$ cat config.mk
export PLATFORM = sky130hd
export DESIGN_NAME = json_key_value_extractor
export DESIGN_NICKNAME = d
export VERILOG_FILES = /design/src/rtl/jkve_pkg.sv /design/src/rtl/jkve_scan.sv /design/src/rtl/jkve_obuf.sv /design/src/rtl/json_key_value_extractor.sv
export VERILOG_INCLUDE_DIRS = /design/src /design/src/rtl
export SDC_FILE = /design/constraint.sdc
export NUM_CORES = 1
export LEC_CHECK = 0
export ABC_AREA = 1
export BUFFER_PORTS_ARGS = -buffer_cell sky130_fd_sc_hd__buf_2
export CAP_MARGIN = 20
export CORE_MARGIN = 5
export CORE_UTILIZATION = 39
export DETAILED_ROUTE_END_ITERATION = 6
export GPL_ROUTABILITY_DRIVEN = 1
export GPL_TIMING_DRIVEN = 0
export PLACE_DENSITY = 0.59
export SLEW_MARGIN = 5
export SYNTH_ARGS = -nofsm -noshare
export SYNTH_HDL_FRONTEND = slang
export SYNTH_SLANG_ARGS = --single-unit
$ cat constraint.sdc
create_clock -name clk -period 2.9 [get_ports clk]
set_clock_uncertainty 0.2 [all_clocks]
set_input_delay 0.145 -clock clk [delete_from_list [all_inputs] [get_ports clk]]
set_output_delay 0.145 -clock clk [all_outputs]
set_load 0.01 [all_outputs]
$ cat src/rtl/json_key_value_extractor_macros.svh
// ---------------------------------------------------------------------------
// JSON key/value extractor assertion macros
// Concurrent check helpers, empty when SYNTH is defined.
// ---------------------------------------------------------------------------
`ifndef JSON_KEY_VALUE_EXTRACTOR_MACROS_SVH
`define JSON_KEY_VALUE_EXTRACTOR_MACROS_SVH

`ifndef SYNTH
// same-cycle implication, sampled on clk, off during rst
`define JKVE_ASSERT(label, ante, cons) \
  label: assert property (@(posedge clk) disable iff (rst) (ante) |-> (cons)) \
    else $error("jkve assertion failed");
// next-cycle implication, sampled on clk, off during rst
`define JKVE_ASSERT_NEXT(label, ante, cons) \
  label: assert property (@(posedge clk) disable iff (rst) (ante) |=> (cons)) \
    else $error("jkve assertion failed");
`else
`define JKVE_ASSERT(label, ante, cons)
`define JKVE_ASSERT_NEXT(label, ante, cons)
`endif

`endif

$ cat src/rtl/jkve_pkg.sv
// ---------------------------------------------------------------------------
// jkve_pkg
// Shared types and constants of the JSON key/value extractor.
// ---------------------------------------------------------------------------
package jkve_pkg;

  // configuration register indexes
  localparam int unsigned CFG_IDX_W = 3;
  localparam logic [CFG_IDX_W-1:0] REG_KEY_LOW      = 3'd0;
  localparam logic [CFG_IDX_W-1:0] REG_KEY_MID_LOW  = 3'd1;
  localparam logic [CFG_IDX_W-1:0] REG_KEY_MID_HIGH = 3'd2;
  localparam logic [CFG_IDX_W-1:0] REG_KEY_HIGH     = 3'd3;
  localparam logic [CFG_IDX_W-1:0] REG_KEY_LENGTH   = 3'd4;
  localparam logic [CFG_IDX_W-1:0] REG_VALUE_LIMIT  = 3'd5;

  localparam int unsigned CFG_DATA_W = 64;
  localparam logic [15:0] VALUE_LIMIT_RESET = 16'd512;

  // characters of interest
  localparam logic [7:0] CH_LBRACE   = 8'h7B;
  localparam logic [7:0] CH_RBRACE   = 8'h7D;
  localparam logic [7:0] CH_LBRACKET = 8'h5B;
  localparam logic [7:0] CH_RBRACKET = 8'h5D;
  localparam logic [7:0] CH_COMMA    = 8'h2C;
  localparam logic [7:0] CH_COLON    = 8'h3A;
  localparam logic [7:0] CH_SPACE    = 8'h20;
  localparam logic [7:0] CH_QUOTE    = 8'h22;

  typedef enum logic [1:0] {
    PH_LEAD,
    PH_NAME,
    PH_VALUE,
    PH_SKIP
  } phase_t;

  // scalar configuration seen by the scanner
  typedef struct packed {
    logic [5:0]  key_length;
    logic [15:0] value_limit;
  } cfg_t;

  // one result item
  typedef struct packed {
    logic [7:0] value_byte;
    logic       byte_valid;
    logic       scan_done;
    logic       key_found;
  } result_t;

endpackage

$ cat src/rtl/jkve_scan.sv
// ---------------------------------------------------------------------------
// jkve_scan
// Per-byte scanner: name matching, value delimiting by depth counters and
// result generation, one byte per cycle.
// ---------------------------------------------------------------------------
module jkve_scan
  import jkve_pkg::*;
#(
  parameter int unsigned KEY_BYTES = 32,
  parameter int unsigned MAX_DEPTH = 255
) (
  input  logic       clk,
  input  logic       rst,
  input  logic       item_valid,
  input  logic [7:0] text_byte,
  input  logic       end_of_text,
  input  logic [7:0] key_bytes [KEY_BYTES],
  input  cfg_t       cfg,
  output result_t    res,
  output logic       res_valid
);

  localparam int unsigned KPOS_W = $clog2(KEY_BYTES + 1);
  localparam int unsigned KIDX_W = $clog2(KEY_BYTES);
  localparam int unsigned BR_W   = $clog2(MAX_DEPTH + 1);
  localparam int unsigned BK_W   = BR_W + 1;
  localparam logic [BR_W-1:0]        BR_MAX = BR_W'(MAX_DEPTH);
  localparam logic signed [BK_W-1:0] BK_MAX = BK_W'(MAX_DEPTH);
  localparam logic signed [BK_W-1:0] BK_MIN = -BK_MAX;
  localparam logic signed [BK_W-1:0] BK_ONE = BK_W'(1);

  // state
  phase_t                   phase, phase_next;
  logic [KPOS_W-1:0]        key_position, key_position_next;
  logic                     name_mismatch, name_mismatch_next;
  logic                     emitting_match, emitting_match_next;
  logic [BR_W-1:0]          brace_depth, brace_depth_next;
  logic signed [BK_W-1:0]   bracket_depth, bracket_depth_next;
  logic [15:0]              emitted_count, emitted_count_next;
  logic                     scan_finished, scan_finished_next;

  // decode
  logic [KPOS_W-1:0] klen;
  logic [KPOS_W-1:0] pos_eff;
  logic              mis_eff;
  logic              lead_skip;
  logic              in_name;
  logic              in_value;
  logic [7:0]        key_at;
  logic              char_ok;
  logic              name_match;
  logic              is_colon;
  logic              is_ignored;
  logic              brace_zero;
  logic              brace_one;
  logic              end_incl;
  logic              end_excl;
  logic              emit;
  logic              done;
  logic              found;

  // clamp key length to the stored key
  assign klen = (cfg.key_length > 6'(KEY_BYTES)) ? KPOS_W'(KEY_BYTES)
                                                 : KPOS_W'(cfg.key_length);

  // classify the byte against the current phase
  always_comb begin
    lead_skip  = (phase == PH_LEAD) && (text_byte == CH_SPACE || text_byte == CH_LBRACE);
    in_name    = ((phase == PH_LEAD) && !lead_skip) || (phase == PH_NAME);
    in_value   = (phase == PH_VALUE);
    pos_eff    = (phase == PH_LEAD) ? '0 : key_position;
    mis_eff    = (phase == PH_LEAD) ? 1'b0 : name_mismatch;
    key_at     = key_bytes[pos_eff[KIDX_W-1:0]];
    char_ok    = !mis_eff && (pos_eff < klen) && (key_at == text_byte);
    name_match = !mis_eff && (pos_eff == klen);
    is_colon   = (text_byte == CH_COLON);
    is_ignored = (text_byte == CH_QUOTE) || (text_byte == CH_SPACE);
    brace_zero = (brace_depth == '0);
    brace_one  = (brace_depth == BR_W'(1));
    end_incl   = in_value && (((text_byte == CH_RBRACE) && brace_one) ||
                              ((text_byte == CH_RBRACKET) && (bracket_depth == BK_ONE)));
    end_excl   = in_value && (((text_byte == CH_RBRACE) && brace_zero) ||
                              ((text_byte == CH_COMMA) && brace_zero &&
                               (bracket_depth == '0)));
    emit       = !scan_finished && in_value && !end_excl && emitting_match &&
                 (emitted_count < cfg.value_limit);
    done       = !scan_finished &&
                 (end_of_text || (in_value && emitting_match && (end_excl || end_incl)));
    if (in_name) begin
      found = is_colon ? name_match : (klen == '0);
    end else if (in_value) begin
      found = emitting_match;
    end else begin
      found = 1'b0;
    end
  end

  // next state
  always_comb begin
    phase_next          = phase;
    key_position_next   = key_position;
    name_mismatch_next  = name_mismatch;
    emitting_match_next = emitting_match;
    brace_depth_next    = brace_depth;
    bracket_depth_next  = bracket_depth;
    emitted_count_next  = emitted_count;
    scan_finished_next  = scan_finished;
    if (item_valid) begin
      if (!scan_finished) begin
        if (in_name) begin
          phase_next         = PH_NAME;
          key_position_next  = pos_eff;
          name_mismatch_next = mis_eff;
          if (is_colon) begin
            // close the name and open its value
            emitting_match_next = name_match;
            phase_next          = PH_VALUE;
            brace_depth_next    = '0;
            bracket_depth_next  = '0;
            emitted_count_next  = '0;
          end else if (!is_ignored) begin
            if (char_ok) begin
              key_position_next = pos_eff + KPOS_W'(1);
            end else begin
              name_mismatch_next = 1'b1;
            end
          end
        end else begin
          case (phase)
            PH_SKIP: begin
              phase_next         = PH_NAME;
              key_position_next  = '0;
              name_mismatch_next = 1'b0;
            end
            PH_VALUE: begin
              // track nesting, saturating at the depth limit
              case (text_byte)
                CH_LBRACE: begin
                  if (brace_depth < BR_MAX) brace_depth_next = brace_depth + BR_W'(1);
                end
                CH_RBRACE: begin
                  if (!brace_zero && !brace_one) brace_depth_next = brace_depth - BR_W'(1);
                end
                CH_LBRACKET: begin
                  if (bracket_depth < BK_MAX) bracket_depth_next = bracket_depth + BK_ONE;
                end
                CH_RBRACKET: begin
                  if ((bracket_depth != BK_ONE) && (bracket_depth > BK_MIN)) begin
                    bracket_depth_next = bracket_depth - BK_ONE;
                  end
                end
                default: begin
                end
              endcase
              if (emit) emitted_count_next = emitted_count + 16'd1;
              if (end_excl && !emitting_match) begin
                phase_next         = PH_NAME;
                key_position_next  = '0;
                name_mismatch_next = 1'b0;
              end else if (!end_excl && end_incl && !emitting_match) begin
                phase_next = PH_SKIP;
              end
            end
            default: begin
            end
          endcase
        end
      end
      // last byte restarts the scan, an early finish holds until then
      if (end_of_text) begin
        phase_next          = PH_LEAD;
        key_position_next   = '0;
        name_mismatch_next  = 1'b0;
        emitting_match_next = 1'b0;
        brace_depth_next    = '0;
        bracket_depth_next  = '0;
        emitted_count_next  = '0;
        scan_finished_next  = 1'b0;
      end else if (done) begin
        scan_finished_next = 1'b1;
      end
    end
  end

  // result for this byte
  always_comb begin
    res.value_byte = emit ? text_byte : 8'd0;
    res.byte_valid = emit;
    res.scan_done  = done;
    res.key_found  = done && found;
    res_valid      = item_valid && (emit || done);
  end

  always_ff @(posedge clk) begin
    if (rst) begin
      phase          <= PH_LEAD;
      key_position   <= '0;
      name_mismatch  <= 1'b0;
      emitting_match <= 1'b0;
      brace_depth    <= '0;
      bracket_depth  <= '0;
      emitted_count  <= '0;
      scan_finished  <= 1'b0;
    end else begin
      phase          <= phase_next;
      key_position   <= key_position_next;
      name_mismatch  <= name_mismatch_next;
      emitting_match <= emitting_match_next;
      brace_depth    <= brace_depth_next;
      bracket_depth  <= bracket_depth_next;
      emitted_count  <= emitted_count_next;
      scan_finished  <= scan_finished_next;
    end
  end

endmodule

$ cat src/rtl/jkve_obuf.sv
// ---------------------------------------------------------------------------
// jkve_obuf
// Two-entry result buffer; keeps the output registered and lets the
// scanner take a byte while a result waits.
// ---------------------------------------------------------------------------
module jkve_obuf
  import jkve_pkg::*;
(
  input  logic    clk,
  input  logic    rst,
  input  logic    push,
  input  result_t push_res,
  output logic    full,
  output logic    out_valid,
  input  logic    out_stall,
  output result_t out_res
);

  result_t    entries [2];
  logic       wr_ptr;
  logic       rd_ptr;
  logic [1:0] count;
  logic [1:0] count_next;
  logic       pop;

  assign pop        = (count != 2'd0) && !out_stall;
  assign count_next = count + 2'(push) - 2'(pop);
  assign full       = (count == 2'd2);
  assign out_valid  = (count != 2'd0);
  assign out_res    = entries[rd_ptr];

  // store incoming result
  always_ff @(posedge clk) begin
    if (push) entries[wr_ptr] <= push_res;
  end

  // advance pointers and fill level
  always_ff @(posedge clk) begin
    if (rst) begin
      wr_ptr <= 1'b0;
      rd_ptr <= 1'b0;
      count  <= 2'd0;
    end else begin
      if (push) wr_ptr <= ~wr_ptr;
      if (pop) rd_ptr <= ~rd_ptr;
      count <= count_next;
    end
  end

endmodule

$ cat src/rtl/json_key_value_extractor.sv
// ---------------------------------------------------------------------------
// json_key_value_extractor
// Scans JSON text a byte at a time and emits the value of the first name
// that equals the configured key, then a done result.
//
//   channel  | handshake            | payload
//   ---------+----------------------+----------------------------------------
//   input    | in_valid / in_stall  | text_byte, end_of_text
//   output   | out_valid / out_stall| value_byte, byte_valid, scan_done,
//            |                      | key_found
//   config   | cfg_write_en         | cfg_index, cfg_data
//
// One byte per cycle while in_stall is low; its result (if any) is registered.
// The scanner state updates in the cycle of acceptance; the two-entry result
// buffer sets in_stall only when both entries are held.
// Reset (rst, synchronous) clears scan state, key and key length registers;
// it sets the value limit to 512. No clearing pass is needed after reset.
// ---------------------------------------------------------------------------
`include "json_key_value_extractor_macros.svh"

module json_key_value_extractor
  import jkve_pkg::*;
#(
  parameter int unsigned KEY_BYTES = 32,
  parameter int unsigned MAX_DEPTH = 255
) (
  input  logic                  clk,
  input  logic                  rst,
  input  logic                  in_valid,
  output logic                  in_stall,
  input  logic [7:0]            text_byte,
  input  logic                  end_of_text,
  output logic                  out_valid,
  input  logic                  out_stall,
  output logic [7:0]            value_byte,
  output logic                  byte_valid,
  output logic                  scan_done,
  output logic                  key_found,
  input  logic                  cfg_write_en,
  input  logic [CFG_IDX_W-1:0]  cfg_index,
  input  logic [CFG_DATA_W-1:0] cfg_data
);

  logic [7:0] key_bytes [KEY_BYTES];
  cfg_t       cfg;
  logic       item_valid;
  result_t    scan_res;
  logic       scan_res_valid;
  result_t    out_res;

  // key characters, eight to a register
  for (genvar k = 0; k < KEY_BYTES; k++) begin : g_key
    localparam logic [CFG_IDX_W-1:0] WORD = REG_KEY_LOW + CFG_IDX_W'(k / 8);
    always_ff @(posedge clk) begin
      if (rst) begin
        key_bytes[k] <= 8'd0;
      end else if (cfg_write_en && (cfg_index == WORD)) begin
        key_bytes[k] <= cfg_data[(k % 8) * 8 +: 8];
      end
    end
  end

  // scalar registers
  always_ff @(posedge clk) begin
    if (rst) begin
      cfg.key_length  <= 6'd0;
      cfg.value_limit <= VALUE_LIMIT_RESET;
    end else if (cfg_write_en) begin
      case (cfg_index)
        REG_KEY_LENGTH:  cfg.key_length  <= cfg_data[5:0];
        REG_VALUE_LIMIT: cfg.value_limit <= cfg_data[15:0];
        default: begin
        end
      endcase
    end
  end

  assign item_valid = in_valid && !in_stall;

  jkve_scan #(
    .KEY_BYTES (KEY_BYTES),
    .MAX_DEPTH (MAX_DEPTH)
  ) u_scan (
    .clk         (clk),
    .rst         (rst),
    .item_valid  (item_valid),
    .text_byte   (text_byte),
    .end_of_text (end_of_text),
    .key_bytes   (key_bytes),
    .cfg         (cfg),
    .res         (scan_res),
    .res_valid   (scan_res_valid)
  );

  jkve_obuf u_obuf (
    .clk       (clk),
    .rst       (rst),
    .push      (scan_res_valid),
    .push_res  (scan_res),
    .full      (in_stall),
    .out_valid (out_valid),
    .out_stall (out_stall),
    .out_res   (out_res)
  );

  assign value_byte = out_res.value_byte;
  assign byte_valid = out_res.byte_valid;
  assign scan_done  = out_res.scan_done;
  assign key_found  = out_res.key_found;

  // checks
  `JKVE_ASSERT(a_stall_has_pending, in_stall, out_valid)
  `JKVE_ASSERT(a_found_only_when_done, out_valid && key_found, scan_done)
  `JKVE_ASSERT(a_byte_only_on_match, out_valid && byte_valid && scan_done, key_found)
  `JKVE_ASSERT_NEXT(a_full_no_overrun, in_stall && out_stall, in_stall)

endmodule
# Word-level counts from Yosys, hierarchy flattened
# Memories as Yosys holds them, arrays and structs flattened. A register that Yosys moved wholly into a read port is not among the register bits.
# Index checks and enable logic that the tools add are counted.
# word_totals
mem_count	1
ff_bits	326
out_inout_bits	13
mem_bits_rw	22
input_bits	81
elab_cells	231
# mem_list
memory	words	width	rd	rd_ports_with_merged_regs	write_ports	line	text
u_obuf.entries	2	11	1	1	1	jkve_obuf.sv:19	result_t entries [2];
# op_classes
magnitude_cmp	7
bitwise	3
muxes	65
eq_ne	30
add_sub_neg	8
n_reduce_logical	72
# op_table
cell	n
16-bit 2-to-1 mux	6
8-bit 2-to-1 mux	10
9-bit 2-to-1 mux	7
6-bit 2-to-1 mux	9
8-bit binary-select mux with 5-bit select	1
8-bit by 6-bit equality test with 1-bit output (second input constant)	4
8-bit by 7-bit equality test with 1-bit output (second input constant)	4
1-bit logical AND	32
1-bit 2-to-1 mux	21
9-bit case mux with 2 select lines	1
16-bit by 1-bit adder with 16-bit output (second input constant)	1
16-bit less-than comparator	1
4-bit by 3-bit != test with 1-bit output (second input constant)	4
8-bit case mux with 2 select lines	1
7-bit AND reduction	2
2-bit 2-to-1 mux	6
6-bit case mux with 2 select lines	1
4-bit AND reduction	3
4-bit nonzero test	3
9-bit by 2-bit adder with 9-bit output (second input constant)	1
9-bit by 2-bit equality test with 1-bit output (second input constant)	1
9-bit greater-than comparator (second input constant)	1
1-bit logical NOT	9
9-bit logical NOT	1
other kinds (37)	55

# Logic depth before layout (Yosys ltp)
# Gate-level depths: netlist of the first run.
# depth
ltp_word	14
mapped_depth	21
ltp_nobuf	19

# Cells and area by module
# From an unflattened synthesis of the first run, not the netlist that was laid out.
# unflattened
cells_unflattened	2830
area_unflattened_um2	18581.6
# modules_own_cells
module	instances	seq_area_each_um2	area_per_inst_um2	cells_each
json_key_value_extractor	1	5565.3	11144.4	1590
jkve_scan	1	880.8	6364.9	1170
jkve_obuf	1	760.7	1072.3	70

# Worst setup path before layout of the first run
# OpenSTA, ideal clock, no wires.
# synth_timing
path_kind	register to register
startpoint	reg u_scan.emitted_count[3]
endpoint	reg u_obuf.count[1]
path_stages_with_launch	16
t_required_ns	2.580
n_path_buf	0
period_less_slack_ns	2.823
arrival_time_ns	2.503
path_slack_ns	0.077
setup_time_ns	0.120
cell_sequence	dfxtp_1 -> ha_1 -> a21oi_1 -> o21ai_0 -> nand4_1 -> o211ai_1 -> a221oi_1 -> nand2_1 -> nand2_1 -> nand2_1 -> ha_1 -> inv_1 -> ha_1 -> xor2_1 -> o21ai_0 -> a21oi_1
# synth_via
elab_chain_cells	6
# synth_lines
item	line	text
start, declared	jkve_scan.sv:39	logic [15:0] emitted_count, emitted_count_next;
start signal, assigned	jkve_scan.sv:211	emitted_count <= emitted_count_next;
16-bit less-than comparator	jkve_scan.sv:86	(emitted_count < cfg.value_limit);
1-bit logical AND	jkve_scan.sv:85	emit = !scan_finished && in_value && !end_excl && emitting_match &&
1-bit logical OR	jkve_scan.sv:191	res_valid = item_valid && (emit || done);
1-bit logical AND	jkve_scan.sv:191	
2-bit by 1-bit adder with 2-bit output	jkve_obuf.sv:27	assign count_next = count + 2'(push) - 2'(pop);
2-bit by 1-bit subtractor with 2-bit output	jkve_obuf.sv:27	
end signal, assigned	jkve_obuf.sv:46	count <= count_next;
end, declared	jkve_obuf.sv:22	logic [1:0] count;
# No other way between the ends.
# A chain may end at the register's enable or synchronous reset.

# Worst setup path after layout of the first run
# layout_timing
startpoint	reg u_scan.phase[1]
endpoint	reg u_scan.key_position[0]
# layout_via
elab_chain_cells	14
word_cells_on_any_way	32
cone_classes	add/sub (1); order compare (1); eq/ne (5); mux (12); bitwise (1); reduce/logical (12)
# layout_lines
item	line	text
start, declared	jkve_scan.sv:33	phase_t phase, phase_next;
start signal, assigned	jkve_scan.sv:205	phase <= phase_next;
2-bit logical NOT	-	
6-bit 2-to-1 mux	jkve_scan.sv:71	pos_eff = (phase == PH_LEAD) ? '0 : key_position;
5-bit inverter with 6-bit output (not written as such)	jkve_scan.sv:73	key_at = key_bytes[pos_eff[KIDX_W-1:0]];
8-bit binary-select mux with 5-bit select	jkve_scan.sv:73	
8-bit 2-to-1 mux (not written as such) (2 in series)	jkve_scan.sv:73	
8-bit equality test	jkve_scan.sv:74	char_ok = !mis_eff && (pos_eff < klen) && (key_at == text_byte);
1-bit logical AND	jkve_scan.sv:74	
6-bit 2-to-1 mux	jkve_scan.sv:122	if (char_ok) begin
6-bit 2-to-1 mux	jkve_scan.sv:121	end else if (!is_ignored) begin
6-bit 2-to-1 mux	jkve_scan.sv:114	if (is_colon) begin
6-bit 2-to-1 mux	jkve_scan.sv:110	if (in_name) begin
6-bit 2-to-1 mux	jkve_scan.sv:109	if (!scan_finished) begin
6-bit 2-to-1 mux	jkve_scan.sv:170	if (end_of_text) begin
end signal, assigned	jkve_scan.sv:206	key_position <= key_position_next;
end, declared	jkve_scan.sv:34	logic [KPOS_W-1:0] key_position, key_position_next;
# Parallel ways exist; a longest one is shown, timed or not. The select of a mux whose other input is x is not followed.

==> impl_metrics.toml, run 1 <==
[run_status]
outcome = "completed"

[cts]
cts.sink_count = 349
cts-root-buf = "clkbuf_16"
clk_pin_slew_ns = 0.06
cts_tree = "yes"
htree_num_levels = 2
clock_latency_ns = 0.58
clockBufferDepth = 3
cts-buffers-inserted = 40

[drt]
antenna_left = 0
first_pass_iters = 6
drc_errors = 0
totalWireLength_mm = 72.2
drtIter0Drc = 1990
post_drt_wl_per_cell_um = 21.8
vias = 18339
vias_per_cell = 5.53

[global_routing]
gr-total-overflow = 0
grt_pass1_vias = 16779
grt_pass1_wl_mm = 106
track_usage_pct = 29.2
grt_start_max_net_pins = 13
antenna_found_initial = 1

[job]
cap_violations = 0

[floorplan]
ios = 94
std_cell_rows = 76
die_width_um = 218
start_util_pct = 39.4
die_h_um = 218
die_area_um2 = 47700
fp.coreArea_um2 = 43000

[power]
power_leakage_nw = 8.91
powerDensity_nw_per_um2 = 569
finalPower_mw = 12.2
ir_drop_mv = 0.358

[yosys]
synth_edf_count = 22
syn_area_um2 = 16900
ys_seq_elements = 349
avgSynthCellArea_um2 = 6.85
ys_seq_area_share_pct = 42.6
synth.most_common_cell = "nor2_1"
ys.flop_type = "dfxtp_1"
yosys-top-cells-area = "dfxtp_1 39%, nor2_1 11%, o21ai_0 9.1%, nand2_1 9.0%, nand3_1 8.6%"
synth_top_cell_by_area = "dfxtp_1"
synth_cell_types = 40
synthArstFlopShare_pct = 0
syn_nets = 2583
ys_warn_count = 0
synth_top_cells_by_count = "481 x nor2_1, 404 x nand2_1, 327 x dfxtp_1"
synth_top_area_share_pct = 38.7
synthCells = 2470

[final_layout]
num-nets-final = 2814
syn_to_final_growth_pct = 26.9
drive_gt1_share_pct = 14.8
fin_util_pct = 49.9
num-fill-cells = 4400
antenna_cells = 0

[critical_path]
reg2reg_depth = 17
worstSetupPathType = "reg -> reg"
worst_ep_required_time_ns = 3.10
r2r_slack_ns = 0.03
r2r-end = "u_scan.key_position[0]$_SDFFE_PP0P_"
critPathMaxFanout = 10
arrival_ns = 3.07
endpoint_kind = "flop"
timing.rr.start = "u_scan.phase[1]$_SDFFE_PP0P_"
start_kind = "flop"

[min_path]
holdPathEnd = "u_scan.emitted_count[5]$_SDFFE_PP0P_"
hold_start = "end_of_text"
min_path_type = "in -> reg"
holdPathStages = 4

[sta]
fin_crit_sh_pct = 98.9
slew_viol_final = 0
finalSetupViolations = 0
hold_viol_final = 0
rsz0062_at_grt = "true"
relSlewSlack_pct = 27.3
timing.final.crit_period_ns = 2.87
fmax_mhz = 348
tightest_slew_ns = 1.09

[place]
numPortBuffers = 92
hpwl_mm = 52.2
gp_congestion = 0.975
==> worst max-delay path, stage by stage (launching register included) <==
cell and delay [ns]:
dfxtp_4 0.38, o21ai_4 0.30, buf_8 0.19, buf_12 0.15, nand2_1 0.06, nand3_1 0.12
nand3_2 0.15, nand3_2 0.12, nand3_2 0.13, nand2_1 0.11, nand2_1 0.05, nand2_1 0.05
nand2_1 0.08, nor2_4 0.17, buf_6 0.14, nand4_1 0.09, nand3_1 0.11, a21oi_1 0.08
==> state kept, by name, indices dropped and copies added, names as in the netlist, named ones only <==
| name | flops |
|---|---|
| u_obuf.entries | 22 |
| u_obuf.wr_ptr | 1 |
| u_scan.emitted_count | 16 |
| u_scan.emitting_match | 1 |
| key_bytes | 256 |
| u_scan.name_mismatch | 1 |
| cfg | 22 |
| u_obuf.count | 2 |
| u_scan.phase | 2 |
| u_scan.key_position | 6 |
| u_scan.bracket_depth | 9 |
| u_scan.scan_finished | 1 |
| u_obuf.rd_ptr | 1 |
| u_scan.brace_depth | 8 |
==> cell families (layout without fill, tap and decap cells) <==
kind of cell | Yosys count | count (layout) | synth area share [%]
AOI/OAI and AO/OA | 466 | 466 | 14.2
xor gates and xnor gates | 23 | 23 | 1.19
adders and majority gates | 32 | 32 | 2.37
buffers and inverters | 337 | 597 | 8.06
DFF | 349 | 349 | 42.6
muxes | 11 | 11 | 0.732
and+or+nand+nor | 1252 | 1252 | 30.9
==> how the worst max path moves through the flow <==
stage	depth (start not counted)	to	start	slack, ns
2_1_floorplan	15	u_obuf.count[1]$_SDFF_PP0_	u_scan.emitted_count[3]$_SDFFE_PP0P_	0.08
3_3_place_gp	10	key_bytes[117]$_SDFFE_PP0P_	cfg_write_en	-0.92
3_5_place_dp	10	u_obuf.entries[1][1]$_DFFE_PP_	u_scan.emitted_count[3]$_SDFFE_PP0P_	-0.84
4_1_cts	17	u_obuf.count[1]$_SDFF_PP0_	cfg[1]$_SDFFE_PP0P_	0.005
5_1_grt	18	u_scan.key_position[0]$_SDFFE_PP0P_	u_scan.key_position[0]$_SDFFE_PP0P_	-0.04
6_report	17	u_scan.key_position[0]$_SDFFE_PP0P_	u_scan.phase[1]$_SDFFE_PP0P_	0.03
==> cell type report <==
| type | count | area, um2 | share of cell area [%] |
|---|---|---|---|
| Clock buffer | 61 | 1180 | 5.50 |
| Inverter | 180 | 688 | 3.21 |
| Tap cell | 585 | 732 | 3.41 |
| Sequential cell | 349 | 7240 | 33.8 |
| Timing Repair Buffer | 191 | 1430 | 6.66 |
| Clock inverter | 10 | 168 | 0.781 |
| Buffer | 155 | 981 | 4.57 |
| Multi-Input combinational cell | 1784 | 9040 | 42.1 |
==> routing by layer <==
metal  share of wire [%]  GRT usage (%)  routed length [um]  vias to the layer above
li1                    -              -                   -                     8573
met1                  42           39.4               30400                     8667
met4                 5.8           14.0                4190                        0
met2                  44           45.8               31800                      896
met5                   0              0                   0                        -
met3                 8.0           4.47                5810                      203
==> what timing repair did <==
item / in CTS / in global routing
endpoints found under the setup margin: 50 / 49
cloned: 1 / 2
hold endpoints to repair: 308 / 0
pin swaps: 6 / 28
resized for setup: 96 / 198
buffers inserted: 5 / 11
hold buffers: 79 / 0
==> placed cells by master, fill, tap and decap left out, types with 12 or more instances in the layout <==
cell	n
a21oi_1	131
ha_1	26
buf_2	100
dfxtp_2	15
nor2_1	472
dlygate4sd3_1	79
dfxtp_1	307
inv_2	16
nand2_1	392
buf_4	30
nand4_1	22
buf_6	12
buf_12	12
nand3_1	218
o21ai_0	306
xor2_1	20
edfxtp_1	22
clkbuf_1	107
nand3_2	70
inv_1	160
nor3_1	24
clkbuf_16	40
==> per-stage QoR <==
step	setup WS, ns	setup TNS [ns]	hold slack [ns]	cell area (um2)	cells
finish	0.0306	0	0.0687	21500	3315
global route	-0.0369	-0.108	0.0671	21500	3315
CTS	0.00463	0	0.0325	20600	3303
detailed placement	-0.841	-30.39	0.202	18100	3148
global placement	-0.918	-73.84	0.201	18100	3147
floorplan	0.0769	0	0.0141	16900	2470
==> power breakdown <==
part / internal [mW] / switching, mW / total (mW) / leakage [nW]
combinational: 0.576 / 1.11 / 1.68 / 5.38
sequential: 5.07 / 0.153 / 5.22 / 2.87
clock: 3.16 / 2.14 / 5.30 / 0.659
No activity file was read; power rests on OpenSTA's default activity.
==> run 2: changes to the inputs <==
--- a/config.mk
+++ b/config.mk
@@ -14,6 +14,7 @@
 export DETAILED_ROUTE_END_ITERATION = 6
 export GPL_ROUTABILITY_DRIVEN = 1
 export GPL_TIMING_DRIVEN = 0
+export MAX_ROUTING_LAYER = met4
 export PLACE_DENSITY = 0.59
 export SLEW_MARGIN = 5
 export SYNTH_ARGS = -nofsm -noshare
==> run 2 against run 1 <==
Power fell by 1.7%. Cell area rose by 2.2%. Clock power down 5.7%. Count of clock-buffer cells in the layout fell by 3. Setup slack improved by 0.043 ns. Register-to-register slack improved by 0.04 ns. Sequential share of layout area decreased by 0.74 points. Routed wire length increased by 1.2%. Utilization grew 1.1 points. Critical endpoint is now u_scan.name_mismatch$_SDFFE_PP0P_.
==> impl_metrics.toml, run 2 (synthesis gave the netlist of run 1 again) <==
[run_status]
outcome = "completed"

[sta]
fin_crit_sh_pct = 97.5
timing.final.crit_period_ns = 2.83
fin_ws_ns = 0.0735
relSlewSlack_pct = 23.7
tightest_slew_ns = 1.14
slew_viol_final = 0
hold_ws_ns = 0.0809
fmax_mhz = 354
hold_viol_final = 0
finalSetupViolations = 0

[global_routing]
grt_start_max_net_pins = 13
track_usage_pct = 30.0
grt_pass1_vias = 16889
antenna_found_initial = 1
gr-total-overflow = 0
grt_pass1_wl_mm = 106

[critical_path]
cpMostUsedCell = "nand3_1"
critPathMaxStageDelay_ns = 0.42
start_kind = "flop"
critPathMaxFanout = 6
critPathTopFamily = "simple AND/OR/NAND/NOR gates"
critPathBufInv = 6
crit_path_top_delay_cell = "dfxtp_4"
arrival_ns = 3.04
path_cells = "inv_6 > nand2_8 > nand2_4 > inv_4 > buf_12 > buf_12 > nand3_1 > nand3_1 > nand3_1 > nand3_1 > nand2_1 > nand2_1 > nand2_1 > inv_2 > nand2_2 > nor2_4 > buf_2 > nand4_1 > nand3_1 > a21oi_1"
worstSetupPathType = "reg -> reg"
worst_ep_required_time_ns = 3.11
endpoint_kind = "flop"

[final_layout]
largest_reg_flops = 256
regMostFlops = "key_bytes"
mostFrequentLayoutCells = "472 x nor2_1, 388 x nand2_1, 308 x dfxtp_1"
fin_util_pct = 51.0
final_common_cell = "nor2_1"
num-nets-final = 2833
syn_to_final_growth_pct = 29.7
drive_gt1_share_pct = 16.5
reg_top3 = "key_bytes: 256 flops, cfg: 22 flops, u_obuf.entries: 22 flops"
stdcell_count = 3334
antenna_cells = 0

[cts]
htree_num_levels = 2
cts_tree = "yes"
cts.sink_count = 349
cts-root-buf = "clkbuf_16"
clk_pin_slew_ns = 0.06
cts-buffers-inserted = 40
clockBufferDepth = 3
clock_latency_ns = 0.58

[place]
gp_congestion = 0.990
hpwl_mm = 52.2
place_inst = 3148
numPortBuffers = 92
pre_cts_ws_ns = -0.938

[floorplan]
die_width_um = 218
fp.coreArea_um2 = 43000
die_area_um2 = 47700
start_util_pct = 39.4
std_cell_rows = 76
ios = 94
die_h_um = 218

[job]
cap_violations = 0

[drt]
vias = 18390
vias_per_cell = 5.52
drtIter0Drc = 2212
totalWireLength_mm = 73.1
first_pass_iters = 6
antenna_left = 0
post_drt_wl_per_cell_um = 21.9
drc_errors = 0

[power]
power_leakage_nw = 9.10
powerDensity_nw_per_um2 = 547
ir_drop_mv = 0.378
finalPower_mw = 12.0

[min_path]
min_path_type = "in -> reg"
-- run 2: power breakdown --
group / internal, mW / switching [mW] / total, mW
clock network: 2.89 / 2.12 / 5.00
logic: 0.635 / 1.13 / 1.76
registers: 5.07 / 0.163 / 5.23
total: 8.59 / 3.41 / 12.0
-- run 2: repair_timing --
action                     in CTS  in global routing
cloned                          1                 10
hold buffers                   79                  0
pin swaps                      10                 50
setup endpoints to repair      52                 44
resized for setup              99                242
buffers inserted                9                 18
hold endpoints to repair      303                  0
-- run 2: path summary, 6_finish.rpt --
path / start / end / slack, ns / cells after the start
min reg2reg: key_bytes[48]$_SDFFE_PP0P_ / key_bytes[48]$_SDFFE_PP0P_ / 0.24 / 2
max: u_scan.phase[1]$_SDFFE_PP0P_ / u_scan.name_mismatch$_SDFFE_PP0P_ / 0.07 / 20
max reg2reg: u_scan.phase[1]$_SDFFE_PP0P_ / u_scan.name_mismatch$_SDFFE_PP0P_ / 0.07 / 20
min: text_byte[6] / u_scan.key_position[0]$_SDFFE_PP0P_ / 0.08 / 9
-- run 2: layout make-up --
cell class              instances  area [um2]
well taps                     585         732
flip-flops and latches        349        7240
clock inverters                13         103
multi-input cells            1784        9210
plain buffers                 155        1020
repair buffers                210        1760
fillers                      4298       21000
clock buffers                  58        1170
inverters                     180         698
-- run 2: worst min-delay path, delay by kind of cell --
| kind | cells | cell delay [ns] |
|---|---|---|
| buffers and inverters | 1 | 0.13 |
| and+or+nand+nor | 7 | 0.48 |
| AOI/OAI and AO/OA | 1 | 0.06 |
-- run 2: metrics by stage --
| stage | setup TNS (ns) | area (um2) |
|---|---|---|
| after global routing | -0.205 | 21900 |
| final | 0 | 21900 |
| after floorplan | 0 | 16900 |
| after CTS | 0 | 20600 |
| after detailed placement | -32.67 | 18100 |
| after global placement | -76.51 | 18100 |
-- run 2: layer usage --
| metal | global-route usage (%) | share of wire, % |
|---|---|---|
| met5 | - | 0 |
| met3 | 4.42 | 8.6 |
| met4 | 13.3 | 5.5 |
| met2 | 45.8 | 44 |
| met1 | 39.8 | 42 |
==> run 3: changes to the inputs <==
--- a/config.mk
+++ b/config.mk
@@ -19,4 +19,5 @@
 export SLEW_MARGIN = 5
 export SYNTH_ARGS = -nofsm -noshare
 export SYNTH_HDL_FRONTEND = slang
+export SYNTH_HIERARCHICAL = 1
 export SYNTH_SLANG_ARGS = --single-unit
==> constraint.sdc (replaced) <==
create_clock -name clk -period 2.3 [get_ports clk]
set_clock_uncertainty 0.2 [all_clocks]
set_input_delay 0.115 -clock clk [delete_from_list [all_inputs] [get_ports clk]]
set_output_delay 0.115 -clock clk [all_outputs]
set_load 0.01 [all_outputs]
==> run 3 against run 2 <==
The run now ends with negative setup slack left. Fmax fell by 3.5%. Combinational power rose by 120%. Power rose by 43%. Sequential share of layout area fell by 3.9 points. Critical path type unchanged. Highest routed layer unchanged. Final cell count rose by 13%. Clock power rose by 34%. Critical endpoint is now u_scan/key_position[2]$_SDFFE_PP0P_. Via count rose by 9.8%. Setup slack got worse by 0.70 ns. Sequential cell count did not move. First-iteration DRC count fell by 12%. Synthesized cell count rose by 15%.
==> impl_metrics.toml, run 3 <==
[yosys]
ys_seq_elements = 349
yosys-top-cells-area = "dfxtp_1 35%, nand3_1 15%, nand2_1 13%, nor2_1 13%, edfxtp_1 3.6%"
synth_cell_types = 50
synth_top_cell_by_area = "dfxtp_1"
synth_top_area_share_pct = 35.2
synthArstFlopShare_pct = 0
synth.most_common_cell = "nand2_1"
avgSynthCellArea_um2 = 6.57
syn_nets = 2944
syn_area_um2 = 18600
synth_edf_count = 22
ys_seq_area_share_pct = 38.8
synthCells = 2830
ys_warn_count = 6
ys.flop_type = "dfxtp_1"
synth_top_cells_by_count = "668 x nand2_1, 642 x nor2_1, 571 x nand3_1"

[floorplan]
die_h_um = 228
die_area_um2 = 52100
std_cell_rows = 80
start_util_pct = 39.2
die_width_um = 228
fp.coreArea_um2 = 47400
ios = 94

[place]
gp_congestion = 1.02
place_inst = 3538
pre_cts_ws_ns = -1.17
numPortBuffers = 93
hpwl_mm = 54.6

[critical_path]
critPathBufInv = 4
critPathTopFamily = "simple AND/OR/NAND/NOR gates"
critPathMaxStageDelay_ns = 0.33
r2r_slack_ns = -0.63
worst_ep_required_time_ns = 2.60
crit_path_top_delay_cell = "dfxtp_2"
start_kind = "flop"
worstSetupPathType = "reg -> reg"
arrival_ns = 3.23
path_cells = "buf_8 > buf_4 > clkbuf_2 > nand2_1 > nand3_1 > nand3_1 > nand3_1 > nand3_2 > nand3_1 > nand2_1 > nor2_1 > nand3_2 > nor2_4 > buf_6 > nand3_2 > nand2_2 > nand3_2 > a21oi_2"
endpoint_kind = "flop"
critPathMaxFanout = 10

[drt]
vias = 20199
totalWireLength_mm = 78.0
post_drt_wl_per_cell_um = 20.7
drc_errors = 0
vias_per_cell = 5.35
first_pass_iters = 6
antenna_left = 0
drtIter0Drc = 1940

[sta]
timing.final.crit_period_ns = 2.93
slew_viol_final = 0
hold_viol_final = 0
fmax_mhz = 341
fin_ws_ns = -0.630
fin_crit_sh_pct = 127
fin_tns_setup_ns = -32.33
hold_ws_ns = 0.0753
rsz0062_at_grt = "true"
finalSetupViolations = 88
tightest_slew_ns = 1.15
relSlewSlack_pct = 23.0

[global_routing]
grt_start_max_net_pins = 15
gr-total-overflow = 0
grt_pass1_wl_mm = 115
grt_pass1_vias = 19291
track_usage_pct = 29.3
antenna_found_initial = 1

[run_status]
outcome = "complete, but fails checks"
violations = "negative setup slack"

[cts]
cts-root-buf = "clkbuf_16"
clk_pin_slew_ns = 0.06
cts_tree = "yes"
htree_num_levels = 2
cts.sink_count = 349
clock_latency_ns = 0.58
cts-buffers-inserted = 42
clockBufferDepth = 3

[final_layout]
antenna_cells = 0
fin_util_pct = 52.4
largest_reg_flops = 256
final_common_cell = "nand2_1"
num-nets-final = 3240
regMostFlops = "key_bytes"
reg_top3 = "key_bytes: 256 flops, cfg: 22 flops, u_obuf/entries: 22 flops"
drive_gt1_share_pct = 21.1
num-fill-cells = 4667
stdcell_count = 3773
seqCellArea_um2 = 7230
syn_to_final_growth_pct = 33.8
multi_input_area_um2 = 11000
mostFrequentLayoutCells = "629 x nand2_1, 627 x nor2_1, 460 x nand3_1"

[power]
power_leakage_nw = 10.5
ir_drop_mv = 0.453
powerDensity_nw_per_um2 = 689

[job]
cap_violations = 0

[min_path]
min_path_type = "in -> reg"
-- run 3: cell count changes after synthesis, sizes merged, moves of 64 or more --
cell	delta
buf	+84
clkbuf	-64
nor2	+174
a21oi	-80
nand2	+270
o21ai	-284
nand3	+280
-- run 3: per-layer routing --
metal  track usage (%)  part of all wire (%)
met4              14.9                   6.3
met5                 -                     0
met2              47.1                    46
met3              4.03                   7.3
met1              36.2                    41
-- run 3: through the flow --
step | instance area (um2) | power [mW]
finish | 24900 | 17.1
global route | 24900 | 17.8
CTS | 23600 | 17.0
detailed placement | 20000 | 9.51
floorplan | 18700 | 8.64
global placement | 20000 | 9.47
-- run 3: cell families (layout without fill, tap and decap cells) --
family / count (synthesis) / in the layout / share of synthesized area, %
DFF: 349 / 349 / 38.8
and+or+nand+nor: 1960 / 1960 / 44.9
adders and majority gates: 33 / 33 / 2.22
xor gates and xnor gates: 17 / 17 / 0.801
buffers and inverters: 355 / 683 / 9.13
muxes: 11 / 11 / 0.869
AOI/OAI and AO/OA: 105 / 105 / 3.25
-- run 3: repair_timing --
action                                 4_1_cts  5_1_grt
resized for setup                          255      233
setup buffers                               47       19
cloned                                       8       10
pin swaps                                   44       61
hold buffers                                83        0
setup endpoints to repair                   85      129
endpoints found under the hold margin      310        0
-- run 3: power breakdown --
group / switching, mW / total (mW) / leakage (nW) / internal (mW)
Sequential: 0.211 / 6.62 / 2.88 / 6.41
Clock: 2.77 / 6.71 / 0.674 / 3.94
Combinational: 2.26 / 3.80 / 6.98 / 1.54
Total: 5.24 / 17.1 / 10.5 / 11.9
-- run 3: layout make-up --
| cell class | count | area share [%] |
|---|---|---|
| inverter | 178 | 2.88 |
| tap | 615 | 3.09 |
| buffer | 175 | 5.89 |
| sequential | 349 | 29.1 |
| clock buffer | 68 | 5.19 |
| clock inverter | 8 | 0.307 |
| multi-input combinational | 2126 | 44.2 |
| timing repair buffer | 253 | 9.35 |
| timing repair inverter | 1 | 0.0302 |
-- run 3: worst register-to-register path, cell delays in order (launching register included) --
cell and delay, ns:
dfxtp_2 0.33, buf_8 0.14, buf_4 0.12, clkbuf_2 0.33
nand2_1 0.20, nand3_1 0.22, nand3_1 0.10, nand3_1 0.09
nand3_2 0.11, nand3_1 0.11, nand2_1 0.05, nor2_1 0.11
nand3_2 0.10, nor2_4 0.13, buf_6 0.14, nand3_2 0.06
nand2_2 0.08, nand3_2 0.09, a21oi_2 0.15
-- run 3: worst paths after layout --
path,cells after the start,startpoint,to
worst min register to register,2,u_scan/key_position[5]$_SDFFE_PP0P_,u_scan/key_position[5]$_SDFFE_PP0P_
worst max register to register,18,u_scan/key_position[0]$_SDFFE_PP0P_,u_scan/key_position[2]$_SDFFE_PP0P_
worst max-delay path,18,u_scan/key_position[0]$_SDFFE_PP0P_,u_scan/key_position[2]$_SDFFE_PP0P_
worst min-delay path,8,text_byte[7],u_scan/bracket_depth[3]$_SDFFE_PP0P_
